--- config.mk ---
export PLATFORM = sky130hd
export DESIGN_NAME = lblr_front
export DESIGN_NICKNAME = d
export VERILOG_FILES = /design/src/sv/lblr_pkg.sv /design/src/sv/lblr_front.sv
export SDC_FILE = /design/constraint.sdc
export NUM_CORES = 1
export LEC_CHECK = 0
export ABC_CLOCK_PERIOD_IN_PS = 10200
export BUFFER_PORTS_ARGS = -buffer_cell sky130_fd_sc_hd__buf_4
export CORE_ASPECT_RATIO = 1.2
export CORE_MARGIN = 4
export CORE_UTILIZATION = 49
export DETAILED_ROUTE_END_ITERATION = 10
export PLACE_DENSITY = 0.91
export SKIP_LAST_GASP = 1
export SLEW_MARGIN = 20
export SYNTH_ARGS = -nofsm -noshare
export SYNTH_HDL_FRONTEND = slang
export SYNTH_SLANG_ARGS = --single-unit
--- constraint.sdc ---
create_clock -name clk -period 10.2 [get_ports clk]
set_clock_uncertainty 0.05 [all_clocks]
set_input_delay 2.04 -clock clk [delete_from_list [all_inputs] [get_ports clk]]
set_output_delay 2.04 -clock clk [all_outputs]
set_load 0.02 [all_outputs]
--- src/sv/lblr_pkg.sv ---
// shared types and constants for the leveled byte log ring
// used by lblr_front, lblr_queue, lblr_back and leveled_byte_log_ring
package lblr_pkg;

	localparam int LOG_BYTES = 16384;
	localparam int ADDR_W    = $clog2(LOG_BYTES);
	localparam int FILL_W    = ADDR_W + 1;

	localparam int Q_DEPTH = 2;
	localparam int Q_PTR_W = $clog2(Q_DEPTH);
	localparam int Q_CNT_W = $clog2(Q_DEPTH + 1);

	// request codes (s_tuser)
	localparam logic [1:0] REQ_APPEND = 2'd0;
	localparam logic [1:0] REQ_READ   = 2'd1;
	localparam logic [1:0] REQ_CLEAR  = 2'd2;

	// result kinds (m_tuser)
	localparam logic [1:0] KIND_ECHO   = 2'd0;
	localparam logic [1:0] KIND_READ   = 2'd1;
	localparam logic [1:0] KIND_BEYOND = 2'd2;

	// configuration register indexes
	localparam logic CFG_CONSOLE = 1'b0;
	localparam logic CFG_DEFAULT = 1'b1;

	localparam logic [7:0] CH_LT    = 8'h3C;
	localparam logic [7:0] CH_GT    = 8'h3E;
	localparam logic [7:0] CH_ZERO  = 8'h30;
	localparam logic [7:0] CH_SEVEN = 8'h37;
	localparam logic [7:0] CH_NL    = 8'h0A;

	// one classified request: bytes to store in order, the trailing ecount
	// of them are echoed to the console
	typedef struct packed {
		logic [1:0]       op;
		logic [5:0][7:0]  wbytes;
		logic [2:0]       wcount;
		logic [1:0]       ecount;
		logic [13:0]      offset;
	} log_cmd_t;

endpackage

--- src/sv/lblr_front.sv ---
// front end: accepts requests, tracks the line prefix state and turns each
// request into a log_cmd_t for the queue; uses lblr_pkg
module lblr_front (
	input  logic              clk,
	input  logic              arst_n,
	input  logic              in_valid,
	output logic              in_ready,
	input  logic [1:0]        req_type,
	input  logic [7:0]        data_byte,
	input  logic              end_of_text,
	input  logic [13:0]       read_offset,
	input  logic [3:0]        console_level,
	input  logic [2:0]        default_level,
	input  logic              q_full,
	output logic              q_push,
	output lblr_pkg::log_cmd_t q_data
);
	import lblr_pkg::*;

	logic [2:0]  level_q;
	logic        known_q;
	logic [15:0] pend_q;
	logic [1:0]  pcount_q;

	logic        accept;
	logic [1:0]  pc_eff;
	logic [1:0]  m;
	logic [7:0]  list0, list1, list2;
	logic        ok, use_default, prefix_done;
	logic [7:0]  digit_off;
	logic [2:0]  lvl_next;
	logic        known_next;
	logic [15:0] pend_next;
	logic [1:0]  pcount_next;
	log_cmd_t    cmd;

	assign in_ready = !q_full;
	assign accept   = in_valid && in_ready;

	always_comb begin
		pc_eff = (pcount_q > 2'd2) ? 2'd2 : pcount_q;
		m      = pc_eff + 2'd1;
		list0  = (pc_eff == 2'd0) ? data_byte : pend_q[7:0];
		list1  = (pc_eff == 2'd1) ? data_byte : pend_q[15:8];
		list2  = data_byte;
		ok = (list0 == CH_LT)
			&& ((m < 2'd2) || (list1 >= CH_ZERO && list1 <= CH_SEVEN))
			&& ((m < 2'd3) || (list2 == CH_GT));
		prefix_done = ok && (m == 2'd3);
		use_default = !ok || (!prefix_done && end_of_text);
		digit_off   = list1 - CH_ZERO;

		lvl_next    = level_q;
		known_next  = known_q;
		pend_next   = pend_q;
		pcount_next = pcount_q;

		cmd        = '0;
		cmd.op     = req_type;
		cmd.offset = read_offset;

		if (known_q) begin
			cmd.wbytes[0] = data_byte;
			cmd.wcount    = 3'd1;
			cmd.ecount    = ({1'b0, level_q} < console_level) ? 2'd1 : 2'd0;
			known_next    = (data_byte != CH_NL);
		end else if (use_default) begin
			lvl_next      = default_level;
			cmd.wbytes[0] = CH_LT;
			cmd.wbytes[1] = CH_ZERO + {5'd0, default_level};
			cmd.wbytes[2] = CH_GT;
			cmd.wbytes[3] = list0;
			cmd.wbytes[4] = list1;
			cmd.wbytes[5] = list2;
			cmd.wcount    = 3'd3 + {1'b0, m};
			cmd.ecount    = ({1'b0, default_level} < console_level) ? m : 2'd0;
			// a newline among the message bytes reopens the line
			known_next    = !((list0 == CH_NL) || (m >= 2'd2 && list1 == CH_NL)
				|| (m == 2'd3 && list2 == CH_NL));
			pend_next     = '0;
			pcount_next   = 2'd0;
		end else if (prefix_done) begin
			lvl_next      = digit_off[2:0];
			known_next    = 1'b1;
			cmd.wbytes[0] = list0;
			cmd.wbytes[1] = list1;
			cmd.wbytes[2] = list2;
			cmd.wcount    = 3'd3;
			pend_next     = '0;
			pcount_next   = 2'd0;
		end else begin
			// still collecting a possible prefix
			pcount_next = m;
			pend_next   = {(m == 2'd2) ? list1 : 8'd0, list0};
		end
	end

	assign q_data = cmd;
	assign q_push = accept && (req_type == REQ_APPEND || req_type == REQ_READ
		|| req_type == REQ_CLEAR);

	always_ff @(posedge clk or negedge arst_n) begin
		if (!arst_n) begin
			level_q  <= '0;
			known_q  <= 1'b0;
			pend_q   <= '0;
			pcount_q <= '0;
		end else if (accept && req_type == REQ_APPEND) begin
			level_q  <= lvl_next;
			known_q  <= known_next;
			pend_q   <= pend_next;
			pcount_q <= pcount_next;
		end
	end

endmodule

==> impl_metrics.ini <==
[die]
die-area_um2 = 5120
die_w_um = 66.0
core_area_um2 = 3910
die_h_um = 77.6
fp-row-count = 25
start_util_pct = 50.6
ios = 107

[placed_design]
gp_congestion = 0.886
dp_hpwl_mm = 4.31
port_buffers = 72
dpl_cell_area_um2 = 2350
dp.cells = 355

[power]
netSwitchingFraction_pct = 39.2
p_switching_mw = 0.119
peakVddDrop_mv = 0.0537
p_seq_share_pct = 34.4
power.density_nw_per_um2 = 126
combinationalPowerShare_pct = 44.2
clockPowerShare_pct = 21.5
p_leak_nw = 1.20
p_int_mw = 0.184

[clocking]
cts.clk_slew.worst_paths_ns = 0.08
hold_buffers = 0
cts_resized = 0
root_buffer = clkbuf_8
cts_buffers = 3
cts_tree = yes
post-cts-setup-buffer-count = 0
clkSinkCount = 22
clk_latency_ns = 0.27
clk_path_buf_depth = 2
h-tree-depth = 1

[global_route]
grt_pass1_wl_mm = 9.39
antenna_found_initial = 0
overflow = 0
grt_util_all_layers_pct = 22.9
grt_max_degree = 29
grt_pass1_vias = 1941

[routing]
wirelength_mm = 5.89
drt-pass1-iter-count = 5
route.detailed.drc = 0
final_antenna_net_count = 0
wire_per_inst_um = 16.4
drt-vias-per-instance = 5.79
drt_iter0_drc = 244
vias = 2078

[setup_path]
required_ns = 8.11
start_kind = input port
cp_max_fo = 15
crit_arrival_ns = 4.22
end_kind = output port
setup.worst_path.class = in2out
crit_chain = buf_4 -> or2_2 -> or4_4 -> nand2_1 -> and3_1 -> nor2_1 -> and2_1 -> buf_4
timing.critical_path.mode_cell = buf_4
critPathSlowestCell = and3_1
critPathMaxStageDelay_ns = 0.57

[final_layout]
syn2layout_area_growth_pct = 21.9
finish.instance_area_um2 = 2410
final_cells = 359
n_antenna_cell = 0
drive_gt1_share_pct = 28.9
layout.nets = 348

[logic_synthesis]
synth-main-ff-cell = dfrtp_1
ys.warnings.count = 0
synth.most_common_cell = nand2_1
synth_edf_count = 0
synth-seq-cells = 22
synthTopCellsByCount = nand2_1 (42), a21oi_1 (35), buf_4 (22), dfrtp_1 (22), nor2_1 (22)
synth_area_leaders = dfrtp_1 (28%), a21oi_1 (8.9%), buf_4 (8.4%)
ys_seq_area_share_pct = 27.8
synth_cell_types = 47
synth_top_cell_area_share_pct = 27.8
syn_area_um2 = 1980
syn-mean-instance-area_um2 = 7.57
synth_async_sr_flop_share_pct = 100
yosysTopAreaCell = dfrtp_1
synthCells = 261

[timing]
timing.slew.headroom_pct = 42.7
setup_viol = 0
rsz0062_at_grt = false
fmax_mhz = 158
tightest_slew_ns = 0.859
tns_ns = 0
finalHoldViolCount = 0
finalCritPeriodShare_pct = 61.9
period_needed_ns = 6.31
slew_viol_final = 0

[min_path]
hold_class = reg2reg

[status]
status = finished clean

[flow_run]
maxCapViolCount = 0
sequential cells by signal (all words and copies together), names as in the netlist:
signal    count
pend_q       16
pcount_q      2
level_q       3
known_q       1
metal layers:
layer | GRT usage [%] | vias to the layer above | part of all wire [%]
li1 | - | 947 | -
met1 | 29.0 | 945 | 39
met2 | 37.7 | 153 | 49
met3 | 3.33 | 33 | 8.9
met4 | 11.0 | 0 | 3.2
met5 | 0 | - | 0
path summary, 6_finish.rpt:
check,start,end,slack [ns],depth (start not counted)
max,end_of_text,q_data[60],3.89,8
min,pend_q[14],pend_q[14],0.47,1
max reg2reg,pcount_q[1],level_q[2],6.61,8
min reg2reg,pend_q[14],pend_q[14],0.47,1
max in group asynchronous,arst_n,pend_q[9],8.27,1
min in group asynchronous,arst_n,pend_q[3],1.59,1
cells by family after synthesis:
kind of cell    count (synthesis)  share of synthesized area (%)
simple gates                  118                           30.8
compound gates                 61                           19.8
buf+inv                        47                           14.5
flops                          22                           27.8
mux                             6                           3.04
fa+ha+maj                       6                           3.80
other cells                     1                          0.190
placed cells by master (no fill, tap or decap), types with 2 or more instances in the layout:
| cell type | synthesis | final |
|---|---|---|
| or2_2 | 4 | 4 |
| mux2i_1 | 6 | 6 |
| a21o_1 | 6 | 6 |
| dfrtp_1 | 22 | 22 |
| o21ai_1 | 2 | 2 |
| or3_1 | 5 | 5 |
| clkbuf_8 | 0 | 4 |
| and2_1 | 15 | 15 |
| conb_1 | 1 | 6 |
| nor4b_1 | 2 | 2 |
| ha_1 | 6 | 6 |
| buf_4 | 22 | 72 |
| nand2_1 | 42 | 42 |
| a2bb2oi_1 | 2 | 2 |
| nand4_1 | 2 | 2 |
| nand4b_1 | 2 | 2 |
| o21ai_0 | 5 | 5 |
| and3_1 | 2 | 2 |
| a21oi_1 | 35 | 35 |
| nor2_1 | 22 | 22 |
| inv_1 | 9 | 9 |
| nand3_1 | 5 | 5 |
| nor2b_1 | 3 | 3 |
| o31ai_1 | 2 | 2 |
| nand2b_1 | 6 | 6 |
stage by stage:
step	total power, mW	setup WS, ns	hold WS (ns)	util (%)
2_1_floorplan	0.191	4.44	0.414	-
3_3_place_gp	0.236	4.00	0.429	60.2
3_5_place_dp	0.238	3.93	0.446	60.2
4_1_cts	0.302	3.92	0.469	61.6
5_1_grt	0.317	3.68	0.488	61.6
6_report	0.303	3.89	0.466	61.6
power groups by stage:
| stage | logic (mW) | clock network [mW] | registers, mW |
|---|---|---|---|
| finish | 0.134 | 0.0650 | 0.104 |
| global route | 0.143 | 0.0696 | 0.105 |
| CTS | 0.134 | 0.0646 | 0.103 |
| detailed placement | 0.133 | 0 | 0.105 |
| global placement | 0.131 | 0 | 0.105 |
| floorplan | 0.0936 | 0 | 0.0975 |
final cells by class:
| class | instances | area [µm²] |
|---|---|---|
| Clock buffer | 4 | 55.1 |
| Tap cell | 54 | 67.6 |
| Multi-Input combinational cell | 197 | 1160 |
| Timing Repair Buffer | 72 | 541 |
| Sequential cell | 22 | 551 |
| Inverter | 10 | 37.5 |
| Fill cell | 347 | 1500 |
critical path, delay by kind of cell:
family        cells  cell delay [ns]
simple gates      6             1.92
buf+inv           2             0.26
Note: power is estimated with default switching activity, not from simulation.
