--- src/sv/lblr_pkg.sv ---
// shared types and constants for the leveled byte log ring
// used by lblr_front, lblr_queue, lblr_back and leveled_byte_log_ring
package lblr_pkg;

	localparam int LOG_BYTES = 16384;
	localparam int ADDR_W    = $clog2(LOG_BYTES);
	localparam int FILL_W    = ADDR_W + 1;

	localparam int Q_DEPTH = 2;
	localparam int Q_PTR_W = $clog2(Q_DEPTH);
	localparam int Q_CNT_W = $clog2(Q_DEPTH + 1);

	// request codes (s_tuser)
	localparam logic [1:0] REQ_APPEND = 2'd0;
	localparam logic [1:0] REQ_READ   = 2'd1;
	localparam logic [1:0] REQ_CLEAR  = 2'd2;

	// result kinds (m_tuser)
	localparam logic [1:0] KIND_ECHO   = 2'd0;
	localparam logic [1:0] KIND_READ   = 2'd1;
	localparam logic [1:0] KIND_BEYOND = 2'd2;

	// configuration register indexes
	localparam logic CFG_CONSOLE = 1'b0;
	localparam logic CFG_DEFAULT = 1'b1;

	localparam logic [7:0] CH_LT    = 8'h3C;
	localparam logic [7:0] CH_GT    = 8'h3E;
	localparam logic [7:0] CH_ZERO  = 8'h30;
	localparam logic [7:0] CH_SEVEN = 8'h37;
	localparam logic [7:0] CH_NL    = 8'h0A;

	// one classified request: bytes to store in order, the trailing ecount
	// of them are echoed to the console
	typedef struct packed {
		logic [1:0]       op;
		logic [5:0][7:0]  wbytes;
		logic [2:0]       wcount;
		logic [1:0]       ecount;
		logic [13:0]      offset;
	} log_cmd_t;

endpackage

--- src/sv/lblr_queue.sv ---
// short command queue between front and back end
// holds lblr_pkg::log_cmd_t entries
module lblr_queue (
	input  logic               clk,
	input  logic               arst_n,
	input  logic               push,
	input  lblr_pkg::log_cmd_t push_data,
	output logic               full,
	input  logic               pop,
	output lblr_pkg::log_cmd_t head,
	output logic               head_valid
);
	import lblr_pkg::*;

	log_cmd_t             entry_q [Q_DEPTH];
	logic [Q_PTR_W-1:0]   wptr_q, rptr_q;
	logic [Q_CNT_W-1:0]   count_q;
	logic                 do_push, do_pop;

	assign full       = (count_q == Q_CNT_W'(Q_DEPTH));
	assign head_valid = (count_q != '0);
	assign head       = entry_q[rptr_q];
	assign do_push    = push && !full;
	assign do_pop     = pop && head_valid;

	always_ff @(posedge clk) begin
		if (do_push) begin
			entry_q[wptr_q] <= push_data;
		end
	end

	always_ff @(posedge clk or negedge arst_n) begin
		if (!arst_n) begin
			wptr_q  <= '0;
			rptr_q  <= '0;
			count_q <= '0;
		end else begin
			if (do_push) begin
				wptr_q <= wptr_q + 1'b1;
			end
			if (do_pop) begin
				rptr_q <= rptr_q + 1'b1;
			end
			if (do_push && !do_pop) begin
				count_q <= count_q + 1'b1;
			end else if (do_pop && !do_push) begin
				count_q <= count_q - 1'b1;
			end
		end
	end

endmodule

--- config.mk ---
export PLATFORM = sky130hd
export DESIGN_NAME = lblr_queue
export DESIGN_NICKNAME = d
export VERILOG_FILES = /design/src/sv/lblr_pkg.sv /design/src/sv/lblr_queue.sv
export SDC_FILE = /design/constraint.sdc
export NUM_CORES = 1
export LEC_CHECK = 0
export ABC_AREA = 1
export BUFFER_PORTS_ARGS = -buffer_cell sky130_fd_sc_hd__buf_4
export CAP_MARGIN = 10
export CORE_UTILIZATION = 56
export DETAILED_ROUTE_END_ITERATION = 7
export PLACE_DENSITY = 0.85
export SYNTH_ARGS = -nofsm -noshare
export SYNTH_HDL_FRONTEND = slang
export SYNTH_SLANG_ARGS = --single-unit
--- constraint.sdc ---
create_clock -name clk -period 10.9 [get_ports clk]
set_input_delay 1.635 -clock clk [delete_from_list [all_inputs] [get_ports clk]]
set_output_delay 1.635 -clock clk [all_outputs]
set_load 0.02 [all_outputs]
==> flow_summary.json, run 1 <==
{
  "stdcell_count": 662,
  "core_um2": 8890,
  "ys_warn_count": 0,
  "r2r-start": "count_q[1]",
  "drv_slew": 0,
  "cp.depth": 5,
  "p_seq_frac": 0.378,
  "period_needed_ps": 4160,
  "clock_latency_ps": 490,
  "dp_hpwl_mm": 6.55,
  "grt_pass1_vias": 3372,
  "max_freq_mhz": 240,
  "crit_path_cell_trace": "buf_4 > inv_4 > nand2_1 > nand2_1 > buf_4",
  "ant_nets": 0,
  "cp_slowest_stage_delay_ps": 590,
  "synth_flop_cell": "edfxtp_1",
  "synthCells": 392,
  "relSlewSlack": 0.529,
  "row_count": 34,
  "rsz0062_at_grt": "no",
  "cts_setup_buffers": 0,
  "syn_avg_cell_area_um2": 13.4,
  "crit_path_max_fanout": 70,
  "clockBufferDepth": 2,
  "internal_power_mw": 1.35,
  "clock_power_share": 0.268,
  "drtIter0Drc": 170,
  "peakVddDrop_mv": 0.185,
  "synth_largest_area_cell": "edfxtp_1",
  "vias_per_cell": 5.04,
  "dieWidth_um": 98.9,
  "synth-seq-area-share": 0.807,
  "cts_resized": 0,
  "antenna_found_initial": 0,
  "synth-async-reset-ratio": 0.0282,
  "synth_area_um2": 5260,
  "crit_start": "rptr_q",
  "endpoint_kind": "output port",
  "fin_nets": 616,
  "finClkSkew_ps": 6.67,
  "cts_hold_buf": 0,
  "syn2layout_area_growth_pct": 32.6,
  "drive_above_1_share": 0.330,
  "pwr-share-comb": 0.354,
  "synth_edf_count": 138,
  "grt_max_degree": 71,
  "p_per_area_nw_per_um2": 299,
  "min_from": "count_q[1]",
  "start_kind": "flip-flop",
  "synthTopCellsByCount": "nand2_1, edfxtp_1, buf_2, buf_4, inv_1",
  "leakagePower_nw": 3.01,
  "reg2reg_depth": 4,
  "drc_errors": 0,
  "outcome": "finished, final reports clean",
  "cp_data_arrival_time_ps": 2530,
  "drtPass1Iterations": 5,
  "wire_per_inst_um": 15.7,
  "setup_tns_ps": 0,
  "die-area_um2": 9780,
  "hold_depth": 2,
  "portBuffers": 143,
  "die_y_um": 98.9,
  "overflow": 0,
  "wl_mm": 10.4,
  "finalHoldViolCount": 0,
  "yosysMostFrequentCell": "nand2_1",
  "hold_path_class": "reg2reg",
  "synthTopCellsByArea": "edfxtp_1, nand2_1, dfrtp_1",
  "swShare": 0.352,
  "crit_type": "reg2out",
  "required_ps": 9270,
  "cts_root_buf": "clkbuf_8",
  "clk_pin_slew_ps": 60,
  "start_util": 0.591,
  "power_switching_mw": 0.734,
  "cap_viol_max_count": 0,
  "tightest_slew_ps": 707,
  "clock-sinks": 142,
  "gp_congestion": 0.759,
  "setup_viol": 0,
  "crit_buf_inv": 3,
  "period_share": 0.382,
  "syn_nets": 466,
  "ys_ff_latch": 142,
  "cts_tree": "yes",
  "grt_use_total": 0.221,
  "vias": 3336,
  "htree_num_levels": 4,
  "synth_top_area_share": 0.788,
  "grt_pass1_wl_mm": 16.1,
  "diodes": 0,
  "synth_cell_types": 17,
  "slowest_stage": "dfrtp_2",
  "crit_family": "buffers and inverters",
  "place_inst": 631,
  "io-pin-count": 144,
  "numCtsBuffers": 17
}
-- stage by stage --
step                hold slack, ps  setup WS (ps)  utilization  area, µm²  total power, mW
floorplan                      442           5780            -       5260             1.24
global placement               455           7310        0.719       6400             1.52
detailed placement             466           7280        0.719       6400             1.54
CTS                            479           6700        0.785       6980             2.10
global route                   517           6580        0.785       6980             2.18
finish                         481           6740        0.785       6980             2.09
-- power by group through the flow --
stage	clock network, mW	logic (mW)	registers [mW]
2_1_floorplan	0	0.456	0.788
3_3_place_gp	0	0.726	0.792
3_5_place_dp	0	0.741	0.799
4_1_cts	0.564	0.747	0.789
5_1_grt	0.587	0.798	0.798
6_report	0.560	0.737	0.788
-- registers in the layout, indices dropped and copies added (netlist names) --
| signal | cells |
|---|---|
| entry_q | 138 |
| count_q | 2 |
| rptr_q | 1 |
| wptr_q | 1 |
-- layout make-up --
cell class / instances / area, µm²
fill: 519 / 1920
timing repair buffer: 146 / 1100
sequential: 142 / 4250
tap: 108 / 135
multi-input combinational: 227 / 887
clock inverter: 13 / 161
inverter: 8 / 32.5
clock buffer: 18 / 418
-- worst reg2reg max path: cells and delay by family, from the launching register on --
kind	cells	cell delay (ps)
AOI/OAI and AO/OA	1	180
buffers and inverters	2	790
DFF	1	380
and+or+nand+nor	1	480
-- routing by layer --
layer	vias up	wire length [µm]	track usage
li1	1614	-	-
met4	0	148	0.0850
met2	130	5360	0.385
met1	1580	4090	0.255
met3	12	762	0.0723
met5	-	0	0
-- path summary, 6_finish.rpt --
kind / to / slack (ps)
hold reg to reg: count_q[1] / 480
setup / recovery: head[26] / 6740
setup reg to reg: entry_q[1][15] / 8670
min in group asynchronous: rptr_q / 930
hold / removal: count_q[1] / 480
max in group asynchronous: rptr_q / 9860
-- kinds of logic after synthesis --
kind of cell             Yosys count  synth area share
adder cells (fa/ha/maj)            1           0.00238
XOR/XNOR                           1           0.00167
AND/OR/NAND/NOR                  224             0.162
flip-flops                       142             0.807
AO/OA/AOI/OAI                      1          0.000951
buffers and inverters             23            0.0257
-- cells in the final DEF (no fill, tap or decap), types with 3 or more instances in the layout --
master,count
edfxtp_1,138
nand2_1,217
clkinvlp_4,3
bufinv_16,3
clkbuf_16,16
dfrtp_1,3
inv_1,5
buf_4,146
inv_6,4
No activity file was read; power rests on OpenSTA's default activity.
==> inputs of run 2 (changes only) <==
- CORE_UTILIZATION: 56 -> 52
- PLACE_DENSITY: 0.85 -> 0.79
- clock period: 10.9 -> 4.33 ns (I/O delays scaled with it)
==> run 2 against run 1 <==
Against the previous run: critical path depth fell by 1; non-clock buffer count rose by 2; cell area rose by 0.11%; routed wire length fell by 5.3%; critical path type unchanged; utilization fell by 7.0 points.
==> flow_summary.json, run 2 (synthesized netlist as in run 1, its figures left out) <==
{
  "period_share": 0.594,
  "drc_errors": 0,
  "grt_pass1_vias": 3246,
  "wire_per_inst_um": 14.2,
  "drv_slew": 0,
  "finClkSkew_ps": 7.68,
  "max_freq_mhz": 389,
  "largest_register_ffs": 138,
  "cp_data_arrival_time_ps": 1920,
  "final_common_cell": "nand2_1",
  "diodes": 0,
  "top_layer_used": "met4",
  "setup_viol": 0,
  "outcome": "finished, final reports clean",
  "vias": 3389,
  "leakagePower_nw": 3.01,
  "portBuffers": 143,
  "wl_met1_mm": 3.81,
  "endpoint_kind": "output port",
  "die_y_um": 103,
  "reg_top3": "entry_q x138, count_q x2",
  "rsz0062_at_grt": "no",
  "grt_pass1_wl_mm": 14.8,
  "reg2reg_depth": 4,
  "die-area_um2": 10500,
  "top_register": "entry_q",
  "fillers": 652,
  "dieWidth_um": 103,
  "tightest_slew_ps": 740,
  "required_ps": 3680,
  "dp_hpwl_mm": 6.27,
  "htree_num_levels": 4,
  "antenna_found_initial": 0,
  "drive_above_1_share": 0.332,
  "wl_mm": 9.82,
  "r2r-end": "entry_q[1][13]",
  "dr_wl_met2_mm": 4.96,
  "p_per_area_nw_per_um2": 733,
  "clock-sinks": 142,
  "syn2layout_area_growth_pct": 32.8,
  "period_needed_ps": 2570,
  "crit_type": "reg2out",
  "min_to": "entry_q[1][65]",
  "grt_use_total": 0.196,
  "peakVddDrop_mv": 0.362,
  "start_kind": "flip-flop",
  "utilization": 0.714,
  "most-common-layout-cells": "nand2_1, buf_4, edfxtp_1",
  "hold_depth": 1,
  "setup_tns_ps": 0,
  "row_count": 36,
  "drtPass1Iterations": 4,
  "hold_path_class": "in2reg",
  "crit_path_max_fanout": 70,
  "final_area_um2": 6980,
  "whs_ps": 311,
  "core_um2": 9770,
  "start_util": 0.538,
  "finalPower_mw": 5.12,
  "reg2reg_setup_slack_ps": 2120,
  "clk_pin_slew_ps": 60,
  "grt_max_degree": 71,
  "place_area_um2": 6430,
  "fin_nets": 618,
  "min_from": "push_data[65]",
  "cts_root_buf": "clkbuf_8",
  "cap_viol_max_count": 0,
  "relSlewSlack": 0.506,
  "finalHoldViolCount": 0,
  "clock_latency_ps": 520,
  "ant_nets": 0,
  "io-pin-count": 144,
  "vias_per_cell": 4.91,
  "r2r-start": "count_q[1]",
  "clockBufferDepth": 2,
  "drtIter0Drc": 138,
  "numCtsBuffers": 17,
  "cts_tree": "yes",
  "dr_wl_met3_um": 817,
  "cts_setup_buffers": 0,
  "gp_congestion": 0.743,
  "overflow": 0
}
## run 2: worst max path at each step
stage           start             end  slack, ps  cells past startpoint
6_report       rptr_q        head[58]       1760                      4
5_1_grt        rptr_q        head[62]       1630                      4
4_1_cts        rptr_q        head[58]       1730                      4
3_5_place_dp     push  entry_q[1][18]       1870                      4
3_3_place_gp     push  entry_q[1][24]       1890                      4
2_1_floorplan    push   entry_q[1][0]        200                      2
## run 2: per-layer routing
metal  track usage  vias to the layer above
met4         0.100                        0
met5             0                        -
li1              -                     1619
met1         0.232                     1602
met2         0.317                      147
met3        0.0739                       21
## run 2: metrics by stage
stage	std cells	setup WS, ps
2_1_floorplan	392	196
3_3_place_gp	657	1890
3_5_place_dp	657	1870
4_1_cts	690	1730
5_1_grt	690	1630
6_report	690	1760
## run 2: final cells by class
class	count	area, µm²	share of cell area
multi-input cells	227	887	0.127
repair buffers	148	1110	0.159
flip-flops and latches	142	4250	0.608
clock inverters	15	124	0.0177
clock buffers	17	414	0.0593
well taps	133	166	0.0238
inverters	8	32.5	0.00466
## run 2: power breakdown
group | internal [mW] | leakage (nW) | total, mW | switching, mW
registers | 1.88 | 1.33 | 1.95 | 0.0767
logic | 0.653 | 1.42 | 1.88 | 1.23
clock network | 0.755 | 0.259 | 1.28 | 0.529
total | 3.29 | 3.01 | 5.12 | 1.84
## run 2: repair_timing
action | in CTS | in global routing
gates resized for setup | 0 | 0
setup endpoints to repair | 0 | 0
hold buffers | 1 | 0
endpoints found under the hold margin | 4 | 0
## run 2: critical path: stages, from the launching register on
cell     delay [ps]
dfrtp_2         380
buf_4           610
nand2_1         150
nand2_1         120
buf_4           150
